==> config.mk <==
export PLATFORM = sky130hd
export DESIGN_NAME = vau_div_step
export DESIGN_NICKNAME = d
export VERILOG_FILES = /design/src/hdl/vau_pkg.sv /design/src/hdl/vau_div_step.sv
export SDC_FILE = /design/constraint.sdc
export NUM_CORES = 1
export LEC_CHECK = 0
export ABC_AREA = 1
export BUFFER_PORTS_ARGS = -buffer_cell sky130_fd_sc_hd__buf_2
export CAP_MARGIN = 5
export CORE_AREA = 2 2 324 326
export DETAILED_ROUTE_END_ITERATION = 10
export DIE_AREA = 0 0 326 328
export PLACE_DENSITY_LB_ADDON = 0.15
export SKIP_LAST_GASP = 1
export SYNTH_ARGS = -nofsm -noshare
export SYNTH_HDL_FRONTEND = slang
export SYNTH_SLANG_ARGS = --single-unit
==> constraint.sdc <==
create_clock -name clk_i -period 1.03 [get_ports clk_i]
set_clock_uncertainty 0.05 [all_clocks]
set_input_delay 0.103 -clock clk_i [delete_from_list [all_inputs] [get_ports clk_i]]
set_output_delay 0.103 -clock clk_i [all_outputs]
set_load 0.02 [all_outputs]
==> src/hdl/vau_pkg.sv <==
`timescale 1ns / 1ps
// ----------------------------------------------------------------------------
// Vector arithmetic unit package
// Opcodes and the record that travels down the pipeline with each item.
// ----------------------------------------------------------------------------
package vau_pkg;

  typedef enum logic [3:0] {
    OP_ADD   = 4'd0,
    OP_SUB   = 4'd1,
    OP_NEG   = 4'd2,
    OP_SCALE = 4'd3,
    OP_DOT   = 4'd4,
    OP_CROSS = 4'd5,
    OP_MAG   = 4'd6,
    OP_NORM  = 4'd7,
    OP_NULL  = 4'd8
  } op_e;

  typedef struct packed {
    logic [3:0]       op;
    logic [2:0][31:0] a;
    logic [2:0][31:0] r;
    logic [31:0]      sc;
    logic             ov;
  } pipe_t;

  localparam int unsigned RootW  = 32;
  localparam int unsigned QuotW  = 17;

endpackage

==> src/hdl/vau_div_step.sv <==
`timescale 1ns / 1ps
// ----------------------------------------------------------------------------
// Divider step
// One restoring division step for each of the three vector components.
// ----------------------------------------------------------------------------
module vau_div_step import vau_pkg::*; (
  input  logic                  clk_i,
  input  logic                  rst_ni,
  input  logic                  en_i,
  input  logic                  valid_i,
  input  pipe_t                 pipe_i,
  input  logic [RootW-1:0]      mag_i,
  input  logic [2:0]            nbit_i,
  input  logic [2:0][31:0]      rem_i,
  input  logic [2:0][QuotW-1:0] quot_i,
  output logic                  valid_o,
  output pipe_t                 pipe_o,
  output logic [RootW-1:0]      mag_o,
  output logic [2:0][31:0]      rem_o,
  output logic [2:0][QuotW-1:0] quot_o
);

  logic                  valid_q;
  pipe_t                 pipe_q;
  logic [RootW-1:0]      mag_q;
  logic [2:0][31:0]      rem_q, rem_d;
  logic [2:0][QuotW-1:0] quot_q, quot_d;
  logic [32:0]           rs;

  always_comb begin
    for (int k = 0; k < 3; k++) begin
      rs = {rem_i[k], nbit_i[k]};
      if (rs >= {1'b0, mag_i}) begin
        rem_d[k]  = 32'(rs - {1'b0, mag_i});
        quot_d[k] = {quot_i[k][QuotW-2:0], 1'b1};
      end else begin
        rem_d[k]  = rs[31:0];
        quot_d[k] = {quot_i[k][QuotW-2:0], 1'b0};
      end
    end
  end

  always_ff @(posedge clk_i or negedge rst_ni) begin
    if (!rst_ni) begin
      valid_q <= 1'b0;
    end else if (en_i) begin
      valid_q <= valid_i;
    end
  end

  always_ff @(posedge clk_i) begin
    if (en_i) begin
      pipe_q <= pipe_i;
      mag_q  <= mag_i;
      rem_q  <= rem_d;
      quot_q <= quot_d;
    end
  end

  assign valid_o = valid_q;
  assign pipe_o  = pipe_q;
  assign mag_o   = mag_q;
  assign rem_o   = rem_q;
  assign quot_o  = quot_q;

endmodule

Word level (Yosys, flattened, before mapping)
Index checks and enable logic that the tools add are counted.
{"block": "classes", "addsub": 3, "magnitude_cmp": 3, "muxes": 6}
{"op": "$ge 33x32->1", "count": 3}
{"op": "$mux 32", "count": 3}
{"op": "$sub 32x32->32", "count": 3}
{"op": "$mux 1", "count": 3}
{"block": "word_totals", "regBits": 409, "word_cells": 29, "inputBits": 415}

Longest topological paths before layout
{"block": "logic_depth", "ltp_word": 2, "mapped_depth": 16, "ltp_nobuf": 15}

Worst setup path after synthesis
Ideal clock, no wire load.
{"block": "synth_path", "path_kind": "input to register", "start": "input mag_i[4]", "end": "register rem_q (netlist bit rem_o[54]) (data pin)", "setup_ns": 0.252, "cell_stages": 14, "arrival_time_ns": 1.498, "path_slack_ns": -0.770, "path_cell_list": "inv_1 > ha_1 > nand2_1 > nand2_1 > nand3b_2 > nand2_2 > nand2_4 > nand2_4 > nand2_4 > nand2_4 > nand2_8 > buf_6 > nand2_1 > nand2_1"}
{"element": "from (decl)", "line": "vau_div_step.sv:12", "rtl": "input logic [RootW-1:0] mag_i,"}
{"element": "to (signal assigned)", "line": "vau_div_step.sv:55", "rtl": "rem_q <= rem_d;"}
{"element": "to (decl)", "line": "vau_div_step.sv:26", "rtl": "logic [2:0][31:0] rem_q, rem_d;"}

==> impl_metrics.yaml <==
floorplan:
  start_util: 0.209
  die_area_um2: 107000
  ios: 824
  die_h_um: 328
  core_area_um2: 103000
  rows: 118
  die_w_um: 326
setup_path:
  r2r_slack_ns: 0.24
  timing.rr.end: "valid_o$_DFFE_PN0P_"
  arrival_ns: 2.00
  timing.critical_path.to_type: "flop"
  path_common_cell: "nand2_2"
  critPathKind: "primary input to flop"
  slowest_delay_ns: 0.26
  rr_worst_depth: 1
  start_kind: "primary input"
  cp_max_fo: 7
  crit_chain: "buf_8 > clkinvlp_4 > buf_6 > ha_4 > nand2_4 > inv_2 > nand2_2 > nand2_2 > inv_2 > nand2_2 > nand2_2 > nand3_2 > nor2_4 > nand2_8 > clkbuf_16 > nand2_1 > nand2_1"
  r2r_start: "valid_o$_DFFE_PN0P_"
  critPathLaunch: "mag_i[24]"
  slowest_stage: "ha_4"
  critPathRequiredTime_ns: 1.37
drt:
  wire_per_inst_um: 20.1
  post-route-drc-count: 0
  drt-total-wl_um: 111000
  vias: 22221
  via_per_inst: 4.03
  detail-route-antenna-nets: 0
  drt_first_iter_violations: 1062
  firstDrtPassIters: 5
timing:
  rsz0062_at_grt: "true"
  relSlewSlack: 0.753
  setup_viol: 508
  fin_crit_ns: 1.66
  whs_ns: 0.0205
  hold_violations: 0
  tightest_slew_ns: 0.369
  max_clock_freq_ghz: 0.603
  worst_slack_ns: -0.628
  drv_slew: 0
  period_share: 1.61
job:
  cap_violations: 0
placed_design:
  port_buffers: 820
  dp_cells: 4954
  gp_congestion: 0.875
  hpwlAfterDp_um: 86800
  pre_cts_slack_ns: -1.51
global_route:
  grt_pass1_vias: 22069
  grt_antenna_before_repair: 12
  grt_max_degree: 34
  grt_pass1_wl_um: 149000
  grt.total_usage: 0.192
  overflow: 0
hold_path:
  worstHoldPathType: "primary input to flop"
  whs_path_depth: 5
  min_to: "rem_o[43]$_DFFE_PP_"
  min_from: "rem_i[42]"
logic_synthesis:
  syn_inst: 2351
  synth_top_area_cell: "edfxtp_1"
  yosysUniqueCellTypes: 33
  synth_top_cell_area_share: 0.569
  syn_area_per_cell_um2: 9.17
  synth_area_um2: 21500
  yosys_warnings: 0
  synthTopCellsByArea: "edfxtp_1, nand2_1, inv_1, ha_1, nand3_1"
  synth_seq_cells: 409
  syn_nets: 2865
  ys_seq_area_frac: 0.570
clocking:
  clk_latency_ns: 0.63
  clk_pin_slew_ns: 0.06
  cts_tree: "built"
  cts_buffers: 51
  cts.sink_count: 409
  htreeDepth: 2
  cts_root_buffer: "clkbuf_16"
  cts_buffer_depth: 3
power:
  p_leak_nw: 19.1
  power_density_nw_per_um2: 1390
  irDropWorstVdd_uv: 1120
final_layout:
  finish.utilization: 0.385
  drive_above_1_share: 0.432
  final_cells: 5520
  syn2layout_area_growth_pct: 84.6
  nets: 4611
run_status:
  violations: "negative setup slack"
  status: "finished with violations"
## what timing repair did
action | in CTS | in global routing
setup buffers | 8 | 33
hold buffers | 405 | 4
pin swaps | 16 | 55
endpoints found under the setup margin | 508 | 508
gates resized for setup | 65 | 365
cloned | 1 | 19
endpoints found under the hold margin | 443 | 4
## synthesized netlist by cell type
cell type and instances:
or2_2 1, ha_1 96, nand2_4 9, o21ai_0 3, buf_12 1, nand4_1 10, xor2_1 39, edfxtp_1 408
inv_2 3, a21oi_1 60, dfrtp_1 1, nor2_4 3, nor3_4 1, a21o_1 1, nor2_1 112, fa_1 3
buf_6 8, nand2_8 2, and2_1 14, nand2_1 891, xnor2_1 3, nand3b_2 2, nand3_1 170, nand3b_1 11
buf_2 20, mux2_2 1, nand3_2 18, o21bai_1 5, nand2_2 7, inv_1 410, nor3_2 2, nor3_1 22
nor2_2 14
## sequential cells by signal (all words and copies together), names as in the netlist
name     cells
pipe_o     229
mag_o       32
valid_o      1
quot_o      51
rem_o       96
## stage by stage
stage	power, mW	cell area, µm²	setup TNS, ns
2_1_floorplan	27.6	21900	-71.57
3_3_place_gp	35.0	31300	-146.79
3_5_place_dp	34.9	31300	-149.48
4_1_cts	54.9	37400	-202.68
5_1_grt	58.1	39800	-206.52
6_report	55.5	39800	-176.18
## worst max path at each step
stage	cells after the start	slack (ns)	endpoint
global placement	14	-1.49	rem_o[64]$_DFFE_PP_
detailed placement	16	-1.51	rem_o[64]$_DFFE_PP_
finish	17	-0.63	rem_o[10]$_DFFE_PP_
global route	16	-0.70	rem_o[54]$_DFFE_PP_
floorplan	13	-0.73	rem_o[22]$_DFFE_PP_
CTS	16	-0.63	rem_o[15]$_DFFE_PP_
## cells in the final DEF (no fill, tap or decap), types with 44 or more instances in the layout
master	count
dlygate4sd3_1	409
clkbuf_16	62
nand2_2	103
nor2_1	80
ha_4	73
nand3_2	46
nand3_1	141
a21oi_1	47
edfxtp_1	408
buf_2	807
nand2_1	757
inv_1	373
buf_4	402
buf_12	57
nand2_4	44
## critical path: cells and delay by family
kind	cells	cell delay [ns]
fa+ha+maj	1	0.26
buf+inv	6	0.70
simple gates	10	0.95
## area by class of cell
type	instances	area (µm²)
timing repair buffer	1717	12900
inverter	413	1610
sequential	409	12300
tap	1380	1730
multi-input combinational	1505	9600
fill	10489	63400
clock buffer	64	1340
antenna	3	7.51
clock inverter	29	288
## power by group
group	internal (mW)	switching (mW)
sequential	20.2	0.514
combinational	7.23	9.56
clock	10.2	7.67
## logic make-up (layout without fill, tap and decap cells)
logic type / after synthesis / in the layout / synth area share
XOR/XNOR: 42 / 42 / 0.0171
AO/OA/AOI/OAI: 69 / 69 / 0.0167
flip-flops: 409 / 409 / 0.570
AND/OR/NAND/NOR: 1289 / 1294 / 0.256
buffers and inverters: 442 / 2223 / 0.0817
adder cells (fa/ha/maj): 99 / 99 / 0.0585
multiplexers: 1 / 1 / 0.000523
other: 0 / 3 / 0
## routing by layer
layer  global-route usage  part of all wire  up-vias
met5                    0           0.00070        -
met4               0.0777             0.042       14
li1                     -                 -    11066
met1                0.222              0.40    10369
met3               0.0348             0.048      141
met2                0.346              0.51      631
(Power assumes the default switching activity.)
