[src/hdl/vau_pkg.sv]
`timescale 1ns / 1ps
// ----------------------------------------------------------------------------
// Vector arithmetic unit package
// Opcodes and the record that travels down the pipeline with each item.
// ----------------------------------------------------------------------------
package vau_pkg;

  typedef enum logic [3:0] {
    OP_ADD   = 4'd0,
    OP_SUB   = 4'd1,
    OP_NEG   = 4'd2,
    OP_SCALE = 4'd3,
    OP_DOT   = 4'd4,
    OP_CROSS = 4'd5,
    OP_MAG   = 4'd6,
    OP_NORM  = 4'd7,
    OP_NULL  = 4'd8
  } op_e;

  typedef struct packed {
    logic [3:0]       op;
    logic [2:0][31:0] a;
    logic [2:0][31:0] r;
    logic [31:0]      sc;
    logic             ov;
  } pipe_t;

  localparam int unsigned RootW  = 32;
  localparam int unsigned QuotW  = 17;

endpackage

[src/hdl/vau_sqrt_step.sv]
`timescale 1ns / 1ps
// ----------------------------------------------------------------------------
// Square root step
// Decides one root bit: keeps it when the remainder covers the square growth.
// ----------------------------------------------------------------------------
module vau_sqrt_step import vau_pkg::*; #(
  parameter int unsigned BIT = 0
) (
  input  logic              clk_i,
  input  logic              rst_ni,
  input  logic              en_i,
  input  logic              valid_i,
  input  pipe_t             pipe_i,
  input  logic [63:0]       rem_i,
  input  logic [RootW-1:0]  root_i,
  output logic              valid_o,
  output pipe_t             pipe_o,
  output logic [63:0]       rem_o,
  output logic [RootW-1:0]  root_o
);

  logic             valid_q;
  pipe_t            pipe_q;
  logic [63:0]      rem_q, rem_d;
  logic [RootW-1:0] root_q, root_d;
  logic [65:0]      trial;
  logic [65:0]      rem_w;

  always_comb begin
    trial  = (66'(root_i) << (BIT + 1)) + (66'd1 << (2 * BIT));
    rem_w  = 66'(rem_i);
    rem_d  = rem_i;
    root_d = root_i;
    if (rem_w >= trial) begin
      rem_d       = 64'(rem_w - trial);
      root_d[BIT] = 1'b1;
    end
  end

  always_ff @(posedge clk_i or negedge rst_ni) begin
    if (!rst_ni) begin
      valid_q <= 1'b0;
    end else if (en_i) begin
      valid_q <= valid_i;
    end
  end

  always_ff @(posedge clk_i) begin
    if (en_i) begin
      pipe_q <= pipe_i;
      rem_q  <= rem_d;
      root_q <= root_d;
    end
  end

  assign valid_o = valid_q;
  assign pipe_o  = pipe_q;
  assign rem_o   = rem_q;
  assign root_o  = root_q;

endmodule

[config.mk]
export PLATFORM = sky130hd
export DESIGN_NAME = vau_sqrt_step
export DESIGN_NICKNAME = d
export VERILOG_FILES = /design/src/hdl/vau_pkg.sv /design/src/hdl/vau_sqrt_step.sv
export SDC_FILE = /design/constraint.sdc
export NUM_CORES = 1
export LEC_CHECK = 0
export BUFFER_PORTS_ARGS = -buffer_cell sky130_fd_sc_hd__buf_2
export CORE_AREA = 5 5 252 254
export DETAILED_ROUTE_END_ITERATION = 10
export DIE_AREA = 0 0 257 259
export GPL_ROUTABILITY_DRIVEN = 0
export PLACE_DENSITY_LB_ADDON = 0.08
export SLEW_MARGIN = 10
export SYNTH_ARGS = -nofsm -noshare
export SYNTH_HDL_FRONTEND = slang
export SYNTH_SLANG_ARGS = --single-unit
[constraint.sdc]
create_clock -name clk_i -period 0.8 [get_ports clk_i]
set_input_delay 0 -clock clk_i [delete_from_list [all_inputs] [get_ports clk_i]]
set_output_delay 0 -clock clk_i [all_outputs]
set_load 0.05 [all_outputs]
# After elaboration in Yosys (flattened, before gate mapping)
# Cells that the tools add are included.
[totals]
word_cells = 17
ff_bits = 326
inputBits = 329
output_inout_bits = 326
[classes]
muxes = 1
n_addsub = 2
n_lt_le_gt_ge = 1
[op_table]
columns = ["cell", "count"]
rows = [
  ["64-bit by 34-bit >= comparator with 1-bit output", 1],
  ["64-bit two-way mux", 1],
  ["64-bit by 34-bit subtractor with 64-bit output", 1],
  ["33-bit by 1-bit adder with 34-bit output, second input constant", 1],
]

# Longest topological paths before layout
# Gate-level depths: netlist of the first run.
[logic_depth]
ltp_word = 3
depth_mapped = 12
mapped_depth_nobuf = 11

# Least setup slack after synthesis of the first run
# No wires, ideal clock.
[synth_timing]
path_kind = "input -> register"
from = "in root_i[0]"
to = "reg rem_q[62], in the netlist rem_o[62] (data pin)"
cell_stages = 10
setup_slack_ps = -1751
n_path_buf = 0
t_arrival_ps = 2271
t_required_ps = 520
setup_ps = 280
path_cell_list = "inv_1 -> fa_1 -> a211oi_1 -> o21ai_0 -> a211oi_1 -> a21oi_1 -> a21oi_1 -> nor2_1 -> a2111oi_0 -> xor2_1"
[synth_via]
elab_chain_len = 3
word_cells_on_any_way = 4
cone_classes = "add/sub: 2; order compare: 1; mux: 1"
[synth_lines]
columns = ["element", "line_no", "text"]
rows = [
  ["start, declared", "vau_sqrt_step.sv:15", "input logic [RootW-1:0] root_i,"],
  ["33-bit by 1-bit adder with 34-bit output (*)", "vau_sqrt_step.sv:30", "trial = (66'(root_i) << (BIT + 1)) + (66'd1 << (2 * BIT));"],
  ["64-bit by 34-bit subtractor with 64-bit output or 64-bit by 34-bit >= comparator with 1-bit output (tied branches)", "vau_sqrt_step.sv:35, vau_sqrt_step.sv:34", ""],
  ["64-bit two-way mux (*)", "vau_sqrt_step.sv:34", "if (rem_w >= trial) begin"],
  ["named net rem_d[62]", "vau_sqrt_step.sv:24", "logic [63:0] rem_q, rem_d;"],
  ["end signal, assigned", "vau_sqrt_step.sv:51", "rem_q <= rem_d;"],
  ["end, declared", "vau_sqrt_step.sv:24", ""],
]
# Mark *: on every way through the listed nets, which the timed path passes. The rest lies on a longest branch.
# A chain may end at the register's enable or synchronous reset.

# Final worst setup path of the first run
[layout_timing]
from = "in rem_i[52]"
to = "reg rem_q[47], in the netlist rem_o[47] (data pin)"
[layout_via]
elab_chain_len = 2
[layout_lines]
columns = ["element", "line_no", "text"]
rows = [
  ["start, declared", "vau_sqrt_step.sv:14", "input logic [63:0] rem_i,"],
  ["64-bit by 34-bit >= comparator with 1-bit output", "vau_sqrt_step.sv:34", ""],
  ["64-bit two-way mux", "vau_sqrt_step.sv:34", ""],
  ["named net rem_d[47]", "vau_sqrt_step.sv:24", ""],
]
# The timed path passes the listed nets, and every way through them passes these cells.

==> impl_metrics.tcl, run 1 <==
set metrics [dict create \
    worstHoldPathType "primary input to flop" \
    worst-endpoint-arrival_ns 2.52 \
    slew_violations 0 \
    report.final.setup_viol 395 \
    synthFlopType "sky130_fd_sc_hd__edfxtp_1" \
    dp_cells 2510 \
    start_util 0.215 \
    crit_type "primary input to flop" \
    drt_drc_violations_left 0 \
    nNetsFinal 2474 \
    unrepaired_setup_endpoints_after_global_routing "true" \
    register_bit_total_from_synthesis 326 \
    max_slew_margin 0.707 \
    htreeDepth 2 \
    cts_inserted_buffers 40 \
    worst_setup_start_kind "primary input" \
    post_cts_clock_slew_at_the_launch_and_capture_registers_of_the_worst_setup_and_hold_paths_ns 0.06 \
    boundaryPins 655 \
    grt.total_usage 0.180 \
    post_synth.cell_area_avg_um2 15.5 \
    max_stage_delay_ns 0.54 \
    worstPathCellList "buf_6, or4_4, nand2b_4, or4_4, nor4b_4, buf_4, nand4_4, buf_8, o311ai_4, buf_12, nor4_2, xor2_1" \
    fin_crit_sh 2.79 \
    netlist.area_leader.share 0.743 \
    hold_ws_ns -0.0269 \
    critPathRequiredTime_ns 1.09 \
    dieArea_mm2 0.0666 \
    place_ws_ns -2.23 \
    wl_per_cell_um 21.6 \
    crit_path_max_fanout 13 \
    layout.filler_cells 5740 \
    synthesized_nets 1208 \
    core_region_area_mm2 0.0610 \
    power_density_mw_per_mm2 2060 \
    max_slew.worst_pin.slew_ns 0.435 \
    placement_rows 91 \
    synth.area.top_cells "sky130_fd_sc_hd__edfxtp_1 74%, sky130_fd_sc_hd__ha_1 3.1%, sky130_fd_sc_hd__xor2_1 2.9%" \
    leftover_overflow_at_the_end_of_global_routing 0 \
    routed_via_density 4.17 \
    grt_start_max_net_pins 47 \
    synthesis.yosys.warnings 0 \
    worstSetupEndpointType "flop" \
    cpMostUsedCell "sky130_fd_sc_hd__or4_4" \
    worst_setup_path_startpoint "rem_i[52]" \
    die_w_um 257 \
    peakVddDrop_uv 1160 \
    detailed_route_iter0_violations 609 \
    fp.dieH_um 259 \
    yosysSeqAreaShare 0.745 \
    cell_area_after_synthesis_mm2 0.0131 \
    routed-via-count 12300 \
    power.leakage_nw 11.4 \
    violations_in_the_final_reports "negative hold slack, negative setup slack" \
    syn2layout_area_growth_pct 105 \
    final_cell_count_no_fill 2941 \
    rr_endpoint "valid_o$_DFFE_PN0P_" \
    timing.fmax_ghz 0.448 \
    worst_clock_skew_ns 0 \
    max_cap_violations 0 \
    vias_in_the_first_global_route 13200 \
    port_buffer_count 654 \
    synth.lib_cells_used.distinct 54 \
    worst_skew_pair.late_latency_ns 0.54 \
    final_core_util 0.442 \
    clockBufferDepth 3 \
    first_pass_iters 4 \
    clockRootBuffer "sky130_fd_sc_hd__clkbuf_16" \
    cp_slowest_cell "sky130_fd_sc_hd__or4_4" \
    drt.antenna.violating_nets 0 \
    timing.reg2reg.worst_path_depth 2 \
    post_route_wl_mm 63.4 \
    grt_first_pass_wirelength_mm 89.5 \
    synth_edf_count 325 \
    asyncSetResetFlopFracSynth 0.00307 \
    grt_antenna_before_repair 11 \
    timing_hold_violations_final 24 \
    cells_after_synth 845 \
    dp_hpwl_mm 48.6 \
    post-synth-top-area-cell "sky130_fd_sc_hd__edfxtp_1" \
    tritoncts "yes" \
    clock_sinks 326 \
    r2r_slack_ns -0.13 \
    final.setup.worst_slack_ns -1.43 \
    final_layout_size_suffix_gt1_frac 0.505 \
    cp-endpoint "rem_o[47]$_DFFE_PP_" \
    period_minus_slack_ns 2.23 \
    timing.rr.start "valid_o$_DFFE_PN0P_" \
    run_status "complete, but fails checks" \
]
[critical path: cells and delay by family]
family	cells	cell delay [ns]
XOR/XNOR	1	0.15
AO/OA/AOI/OAI	1	0.07
buffers and inverters	4	0.62
AND/OR/NAND/NOR	6	1.66
[synth_stat cells, drive strengths merged, types with 3 or more instances]
cell type  count
mux2          11
o21ai         28
nor2b          4
nand2         55
o2111ai        3
nor2          63
ha            33
and3           4
a211oi         4
nor4          16
nand4         15
a21oi         67
or3            5
xnor2         18
xor2          43
nand3          8
a31oi          6
o21bai         4
o211ai         6
nor4b          3
edfxtp       325
clkbuf        14
buf            8
inv           35
o21a           3
nand2b         4
or4            6
a21o          12
nor3          21
[through the flow]
step | instance area, um^2 | power, mW | setup TNS [ns]
5_1_grt | 26900 | 57.7 | -205.09
6_report | 26900 | 55.5 | -184.38
3_5_place_dp | 19400 | 33.8 | -146.69
2_1_floorplan | 13200 | 28.5 | -102.16
4_1_cts | 26700 | 56.2 | -197.39
3_3_place_gp | 19400 | 33.8 | -148.82
[repair_timing]
action | 4_1_cts | 5_1_grt
pin swaps | 25 | 8
gates cloned | 7 | 0
setup endpoints to repair | 391 | 395
resized for setup | 746 | 39
hold buffers | 329 | 1
endpoints found under the hold margin | 424 | 78
buffers inserted | 12 | 3
[flip-flops by register name, summed over array words and instances, names as in the netlist]
| signal | flops |
|---|---|
| root_o | 32 |
| valid_o | 1 |
| rem_o | 64 |
| pipe_o | 229 |
[power by group]
group / switching [mW] / leakage, nW / total [mW] / internal [mW]
Sequential: 0.759 / 3.19 / 21.4 / 20.6
Clock: 7.46 / 0.631 / 18.3 / 10.8
Combinational: 9.27 / 7.59 / 15.9 / 6.61
[worst min path at each step]
stage	start	end	slack [ns]	cells after the start
5_1_grt	en_i	pipe_o[150]$_DFFE_PP_	-0.07	2
2_1_floorplan	rst_ni	valid_o$_DFFE_PN0P_	-0.30	0
6_report	en_i	pipe_o[150]$_DFFE_PP_	-0.03	2
3_3_place_gp	rst_ni	valid_o$_DFFE_PN0P_	-0.22	1
3_5_place_dp	rst_ni	valid_o$_DFFE_PN0P_	-0.22	1
4_1_cts	rem_i[43]	rem_o[45]$_DFFE_PP_	-0.08	5
[cells in the final DEF (no fill, tap or decap), drive strengths merged, types with 6 or more instances in the layout]
cell type and count:
o21ai 28, inv 35, edfxtp 325, nor3 21
a31oi 6, mux2 11, xor2 43, o211ai 6
ha 33, nor4 16, buf 916, a21oi 67
clkinv 20, clkbuf 47, nor2 63, nand4 16
xnor2 18, or4 6, a21o 12, nand3 8
nand2 55, dlygate4sd3 329, diode 9
[per-layer routing]
| metal | vias up | routed length, um | part of all wire | global-route usage |
|---|---|---|---|---|
| met4 | 8 | 1990 | 0.031 | 0.0552 |
| met5 | - | 46 | 0.00073 | 0 |
| met2 | 406 | 34400 | 0.54 | 0.345 |
| li1 | 5780 | - | - | - |
| met3 | 87 | 3660 | 0.058 | 0.0450 |
| met1 | 5977 | 23400 | 0.37 | 0.195 |
[logic make-up after synthesis]
| kind of cell | count (synthesis) | share of synthesized area |
|---|---|---|
| fa+ha+maj | 34 | 0.0330 |
| buf+inv | 57 | 0.0199 |
| xor+xnor | 61 | 0.0407 |
| simple gates | 209 | 0.0810 |
| flops | 326 | 0.745 |
| compound gates | 147 | 0.0678 |
| mux | 11 | 0.0123 |
[area by class of cell]
cell class	instances	area, um^2	area share
Timing Repair Buffer	1245	11100	0.410
Sequential cell	326	9790	0.363
Multi-Input combinational cell	463	3660	0.136
Clock buffer	47	1070	0.0397
Tap cell	790	988	0.0367
Clock inverter	26	234	0.00868
Inverter	35	134	0.00497
Antenna cell	9	22.5	0.000836
No activity file was read; power rests on OpenSTA's default activity.
==> run 2: changes to the inputs <==
PLACE_DENSITY = 0.44   (was default)
PLACE_DENSITY_LB_ADDON = default   (was 0.08)
==> run 2 against run 1 <==
Largest cell class unchanged. Power is 0.58% lower. The run still ends with negative hold slack, negative setup slack left. Sequential power hardly changed. Flip-flop and latch count stayed put. Critical path depth is 1 lower. Worst hold slack worse by 0.018 ns. Register-to-register slack better by 0.15 ns. Via count is 1.4% higher.
==> impl_metrics.tcl, run 2 (same netlist as run 1, synthesis figures left out) <==
set metrics [dict create \
    first_pass_iters 4 \
    max_slew.worst_pin.slew_ns 0.617 \
    clockPowerShare 0.322 \
    clockRootBuffer "sky130_fd_sc_hd__clkbuf_16" \
    switching_share 0.319 \
    post_cts_clock_slew_at_the_launch_and_capture_registers_of_the_worst_setup_and_hold_paths_ns 0.06 \
    dieArea_mm2 0.0666 \
    start_util 0.215 \
    power.leakage_nw 11.3 \
    syn2layout_area_growth_pct 104 \
    detailed_route_iter0_violations 644 \
    final_cell_mix "343 x sky130_fd_sc_hd__dlygate4sd3_1, 329 x sky130_fd_sc_hd__buf_6, 325 x sky130_fd_sc_hd__edfxtp_1" \
    timing.fmax_ghz 0.457 \
    grt.total_usage 0.183 \
    unrepaired_setup_endpoints_after_global_routing "true" \
    worst_setup_start_kind "primary input" \
    largest_reg_flops 229 \
    max_slew_margin 0.588 \
    die_w_um 257 \
    cts_inserted_buffers 39 \
    max_cap_violations 0 \
    routed-via-count 12400 \
    nNetsFinal 2480 \
    hold_ws_ns -0.0448 \
    drt.antenna.violating_nets 0 \
    netSwitchingPower_mw 17.6 \
    dp_hpwl_mm 48.5 \
    final.setup.worst_slack_ns -1.39 \
    tritoncts "yes" \
    drt_drc_violations_left 0 \
    violations_in_the_final_reports "negative hold slack, negative setup slack" \
    power.internal_mw 37.6 \
    worst_skew_pair.late_latency_ns 0.55 \
    report.final.setup_viol 540 \
    layout.filler_cells 5630 \
    run_status "complete, but fails checks" \
    clock_sinks 326 \
    htreeDepth 2 \
    clockBufferDepth 3 \
    grt_first_pass_wirelength_mm 91.2 \
    critPathRequiredTime_ns 1.08 \
    grt_start_max_net_pins 23 \
    fp.dieH_um 259 \
    wl_per_cell_um 22.1 \
    worst_clock_skew_ns 0 \
    power.sequential.fraction 0.387 \
    routed_via_density 4.22 \
    fin_crit_sh 2.73 \
    final_layout_size_suffix_gt1_frac 0.502 \
    crit_type "primary input to flop" \
    boundaryPins 655 \
    worstSetupEndpointType "flop" \
    power_density_mw_per_mm2 2060 \
    worst-endpoint-arrival_ns 2.47 \
    post_route_wl_mm 65.2 \
    fraction_of_power_consumed_by_combinational_cells 0.291 \
    placement_rows 91 \
    period_minus_slack_ns 2.19 \
    slew_violations 0 \
    worstHoldPathType "primary input to flop" \
    place_ws_ns -2.27 \
    port_buffer_count 654 \
    timing_hold_violations_final 7 \
    layout.cells.most_common "sky130_fd_sc_hd__dlygate4sd3_1" \
    peakVddDrop_uv 1350 \
    crit_path_max_fanout 11 \
    grt_antenna_before_repair 14 \
    leftover_overflow_at_the_end_of_global_routing 0 \
    core_region_area_mm2 0.0610 \
    vias_in_the_first_global_route 13300 \
]
==> run 2: cell types whose count changed in the layout (fill, tap and decap cells not counted), moves of 4 or more <==
cell / before / now
sky130_fd_sc_hd__nor2_4: 9 / 4
sky130_fd_sc_hd__nor2_1: 47 / 52
sky130_fd_sc_hd__nor3_2: 1 / 5
sky130_fd_sc_hd__buf_12: 25 / 16
sky130_fd_sc_hd__a21oi_2: 21 / 17
sky130_fd_sc_hd__ha_2: 1 / 5
sky130_fd_sc_hd__ha_1: 30 / 21
sky130_fd_sc_hd__buf_4: 229 / 237
sky130_fd_sc_hd__buf_16: 6 / 1
sky130_fd_sc_hd__clkinv_1: 13 / 9
sky130_fd_sc_hd__ha_4: 2 / 7
sky130_fd_sc_hd__dlygate4sd3_1: 329 / 343
==> run 2: metrics by stage <==
step                      utilization  std cells  TNS, ns  cell area, um^2  power (mW)
final                           0.439       2946  -206.39            26800        55.2
after global routing            0.439       2943  -226.67            26800        57.4
after CTS                       0.434       2921  -233.53            26500        55.8
after detailed placement        0.317       2514  -141.62            19400        33.7
after global placement          0.317       2514  -141.54            19400        33.7
after floorplan                     -        845  -102.16            13200        28.5
==> run 2: power groups by stage <==
stage / Clock [mW] / Sequential [mW] / Combinational, mW
6_report: 17.8 / 21.4 / 16.1
3_5_place_dp: 0 / 21.3 / 12.4
2_1_floorplan: 0 / 26.6 / 1.87
4_1_cts: 18.4 / 21.4 / 16.0
3_3_place_gp: 0 / 21.3 / 12.4
5_1_grt: 19.2 / 21.5 / 16.7
==> run 2: path summary, 6_finish.rpt <==
path | start | end | slack, ns | cells past startpoint
max in group asynchronous | rst_ni | valid_o$_DFFE_PN0P_ | 0.40 | 3
min in group asynchronous | rst_ni | valid_o$_DFFE_PN0P_ | 0.29 | 3
max | rem_i[52] | rem_o[45]$_DFFE_PP_ | -1.39 | 11
min reg2reg | valid_o$_DFFE_PN0P_ | valid_o$_DFFE_PN0P_ | 0.53 | 1
max reg2reg | valid_o$_DFFE_PN0P_ | valid_o$_DFFE_PN0P_ | 0.02 | 1
min | rem_i[0] | rem_o[1]$_DFFE_PP_ | -0.04 | 3
==> run 2: final cells by class <==
type | instances | area, um^2 | area share
clock buffers | 46 | 1000 | 0.0374
clock inverters | 24 | 258 | 0.00961
well taps | 790 | 988 | 0.0369
inverters | 35 | 131 | 0.00490
flip-flops and latches | 326 | 9790 | 0.365
multi-input cells | 463 | 3700 | 0.138
diodes | 10 | 25.0 | 0.000933
repair buffers | 1252 | 10900 | 0.408
==> run 2: repair_timing <==
item | 4_1_cts | 5_1_grt
setup buffers | 4 | 4
setup endpoints to repair | 391 | 507
gates resized for setup | 725 | 41
hold endpoints to repair | 456 | 32
cloned | 2 | 0
pin swaps | 25 | 23
hold buffers | 332 | 16
==> run 2: critical path: stages <==
cell and delay (ns):
sky130_fd_sc_hd__buf_6 0.10, sky130_fd_sc_hd__or4_4 0.53, sky130_fd_sc_hd__nand2b_4 0.18, sky130_fd_sc_hd__or4_4 0.52, sky130_fd_sc_hd__nor4b_4 0.32, sky130_fd_sc_hd__nand4_4 0.13, sky130_fd_sc_hd__buf_12 0.18, sky130_fd_sc_hd__o311ai_4 0.07
sky130_fd_sc_hd__buf_12 0.19, sky130_fd_sc_hd__nor3_2 0.06, sky130_fd_sc_hd__xor2_1 0.18
==> run 2: routing by layer <==
| layer | wire, um | GRT usage | part of all wire | up-vias |
|---|---|---|---|---|
| li1 | - | - | - | 5800 |
| met1 | 24000 | 0.199 | 0.37 | 6077 |
| met2 | 34600 | 0.337 | 0.53 | 442 |
| met3 | 4060 | 0.0525 | 0.062 | 103 |
| met4 | 2470 | 0.0698 | 0.038 | 8 |
| met5 | 58 | 0 | 0.00089 | - |
==> run 3: changes to the inputs <==
SETUP_SLACK_MARGIN = 0.15   (was default)
==> run 3 against run 2 <==
The flow still finishes with violations (negative hold slack, negative setup slack). Utilization fell by 0.52 points. Clock-buffer cell count unchanged. Routed wire length fell by 2.5%. Flip-flop and latch count unchanged. Critical endpoint is now rem_o[56]$_DFFE_PP_. Sequential share of layout area is 0.43 points higher. Cell count decreased by 0.88%. Fmax rose by 0.60%. Worst setup slack gained 0.013 ns. Global-route usage down 0.24 points.
==> impl_metrics.tcl, run 3 (same netlist as run 1, synthesis figures left out) <==
set metrics [dict create \
    tritoncts "yes" \
    run_status "complete, but fails checks" \
    dp_hpwl_mm 48.5 \
    dieArea_mm2 0.0666 \
    timing.fmax_ghz 0.460 \
    power_density_mw_per_mm2 2080 \
    grt_antenna_before_repair 14 \
    core_region_area_mm2 0.0610 \
    p_total_mw 55.0 \
    violations_in_the_final_reports "negative hold slack, negative setup slack" \
    largest_reg_flops 229 \
    period_minus_slack_ns 2.17 \
    crit_path_max_fanout 12 \
    port_buffer_count 654 \
    vias_in_the_first_global_route 13200 \
    first_pass_iters 5 \
    power.leakage_nw 11.2 \
    grt_first_pass_wirelength_mm 90.2 \
    final_layout_size_suffix_gt1_frac 0.504 \
    leftover_overflow_at_the_end_of_global_routing 0 \
    post_route_wl_mm 63.5 \
    slew_violations 0 \
    nNetsFinal 2456 \
    fin_crit_sh 2.72 \
    worstPathCellList "buf_6, or4_4, nand2b_4, or4_4, nor4b_4, nand4_4, buf_12, nand3_1, buf_6, nor4_4, xor2_1" \
    worst_skew_pair.late_latency_ns 0.55 \
    final_cell_mix "328 x sky130_fd_sc_hd__buf_6, 325 x sky130_fd_sc_hd__buf_2, 325 x sky130_fd_sc_hd__edfxtp_1" \
    die_w_um 257 \
    cts_inserted_buffers 39 \
    report.final.setup_viol 403 \
    wl_per_cell_um 21.8 \
    boundaryPins 655 \
    worst-endpoint-arrival_ns 2.45 \
    drt.antenna.violating_nets 0 \
    max_slew_margin 0.613 \
    placement_rows 91 \
    worstSetupEndpointType "flop" \
    critPathRequiredTime_ns 1.08 \
    grt_start_max_net_pins 23 \
    htreeDepth 2 \
    max_stage_delay_ns 0.53 \
    start_util 0.215 \
    worstHoldPathType "primary input to flop" \
    final.setup.worst_slack_ns -1.37 \
    layout.cells.most_common "sky130_fd_sc_hd__buf_6" \
    max_cap_violations 0 \
    routed_via_density 4.22 \
    crit_type "primary input to flop" \
    detailed_route_iter0_violations 630 \
    hold_ws_ns -0.146 \
    cp_slowest_cell "sky130_fd_sc_hd__or4_4" \
    routed-via-count 12300 \
    layout.filler_cells 5637 \
    drt_drc_violations_left 0 \
    clock_sinks 326 \
    grt.total_usage 0.181 \
    peakVddDrop_uv 1350 \
    worst_clock_skew_ns 0 \
    detailed_place.area_mm2 0.0194 \
    unrepaired_setup_endpoints_after_global_routing "true" \
    worst_setup_start_kind "primary input" \
    clockBufferDepth 3 \
    max_slew.worst_pin.slew_ns 0.580 \
    fp.dieH_um 259 \
    final_cell_area_mm2 0.0265 \
    clockRootBuffer "sky130_fd_sc_hd__clkbuf_16" \
    timing_hold_violations_final 38 \
    post_cts_clock_slew_at_the_launch_and_capture_registers_of_the_worst_setup_and_hold_paths_ns 0.06 \
    syn2layout_area_growth_pct 102 \
]
run 3: what timing repair did:
action                                  4_1_cts  5_1_grt
resized for setup                           714       38
cloned                                        2        0
hold buffers                                316        2
setup buffers                                 4        4
endpoints found under the setup margin      392      392
hold endpoints to repair                    456       75
pin swaps                                    17       19
run 3: path summary, 6_finish.rpt:
path	start	to	slack, ns	cells past startpoint
max in group asynchronous	rst_ni	valid_o$_DFFE_PN0P_	0.40	3
worst min register to register	valid_o$_DFFE_PN0P_	valid_o$_DFFE_PN0P_	0.53	1
min in group asynchronous	rst_ni	valid_o$_DFFE_PN0P_	0.29	3
worst max-delay path	rem_i[52]	rem_o[56]$_DFFE_PP_	-1.37	11
worst min-delay path	en_i	pipe_o[61]$_DFFE_PP_	-0.15	2
worst max register to register	valid_o$_DFFE_PN0P_	valid_o$_DFFE_PN0P_	0.03	1
run 3: cell type report:
| cell class | instances | area, um^2 | area share |
|---|---|---|---|
| antenna | 8 | 20.0 | 0.000755 |
| clock buffer | 46 | 1000 | 0.0378 |
| clock inverter | 24 | 258 | 0.00972 |
| inverter | 35 | 131 | 0.00496 |
| multi-input combinational | 463 | 3620 | 0.137 |
| sequential | 326 | 9790 | 0.369 |
| tap | 790 | 988 | 0.0373 |
| timing repair buffer | 1228 | 10700 | 0.404 |
run 3: through the flow:
stage           util  setup slack (ns)  TNS [ns]  cells
2_1_floorplan      -             -1.66   -102.16    845
3_3_place_gp   0.317             -2.27   -141.54   2514
3_5_place_dp   0.317             -2.27   -141.62   2514
4_1_cts        0.430             -1.32   -197.14   2906
5_1_grt        0.434             -1.43   -205.87   2919
6_report       0.434             -1.37   -185.62   2920
run 3: layer usage:
metal | GRT usage | share of wire | vias up
met2 | 0.331 | 0.53 | 425
met1 | 0.197 | 0.37 | 6031
met4 | 0.0693 | 0.036 | 10
li1 | - | - | 5744
met5 | 0 | 0.0011 | -
met3 | 0.0526 | 0.063 | 101
run 3: worst max-delay path: cells and delay by family:
| family | cells | cell delay (ns) |
|---|---|---|
| xor gates and xnor gates | 1 | 0.15 |
| buffers and inverters | 3 | 0.43 |
| and+or+nand+nor | 7 | 1.85 |
run 3: power by group:
group	internal, mW	total (mW)	switching, mW	leakage [nW]
registers	20.6	21.4	0.778	3.19
logic	6.58	15.9	9.35	7.43
clock network	10.3	17.7	7.41	0.606
total	37.5	55.0	17.5	11.2
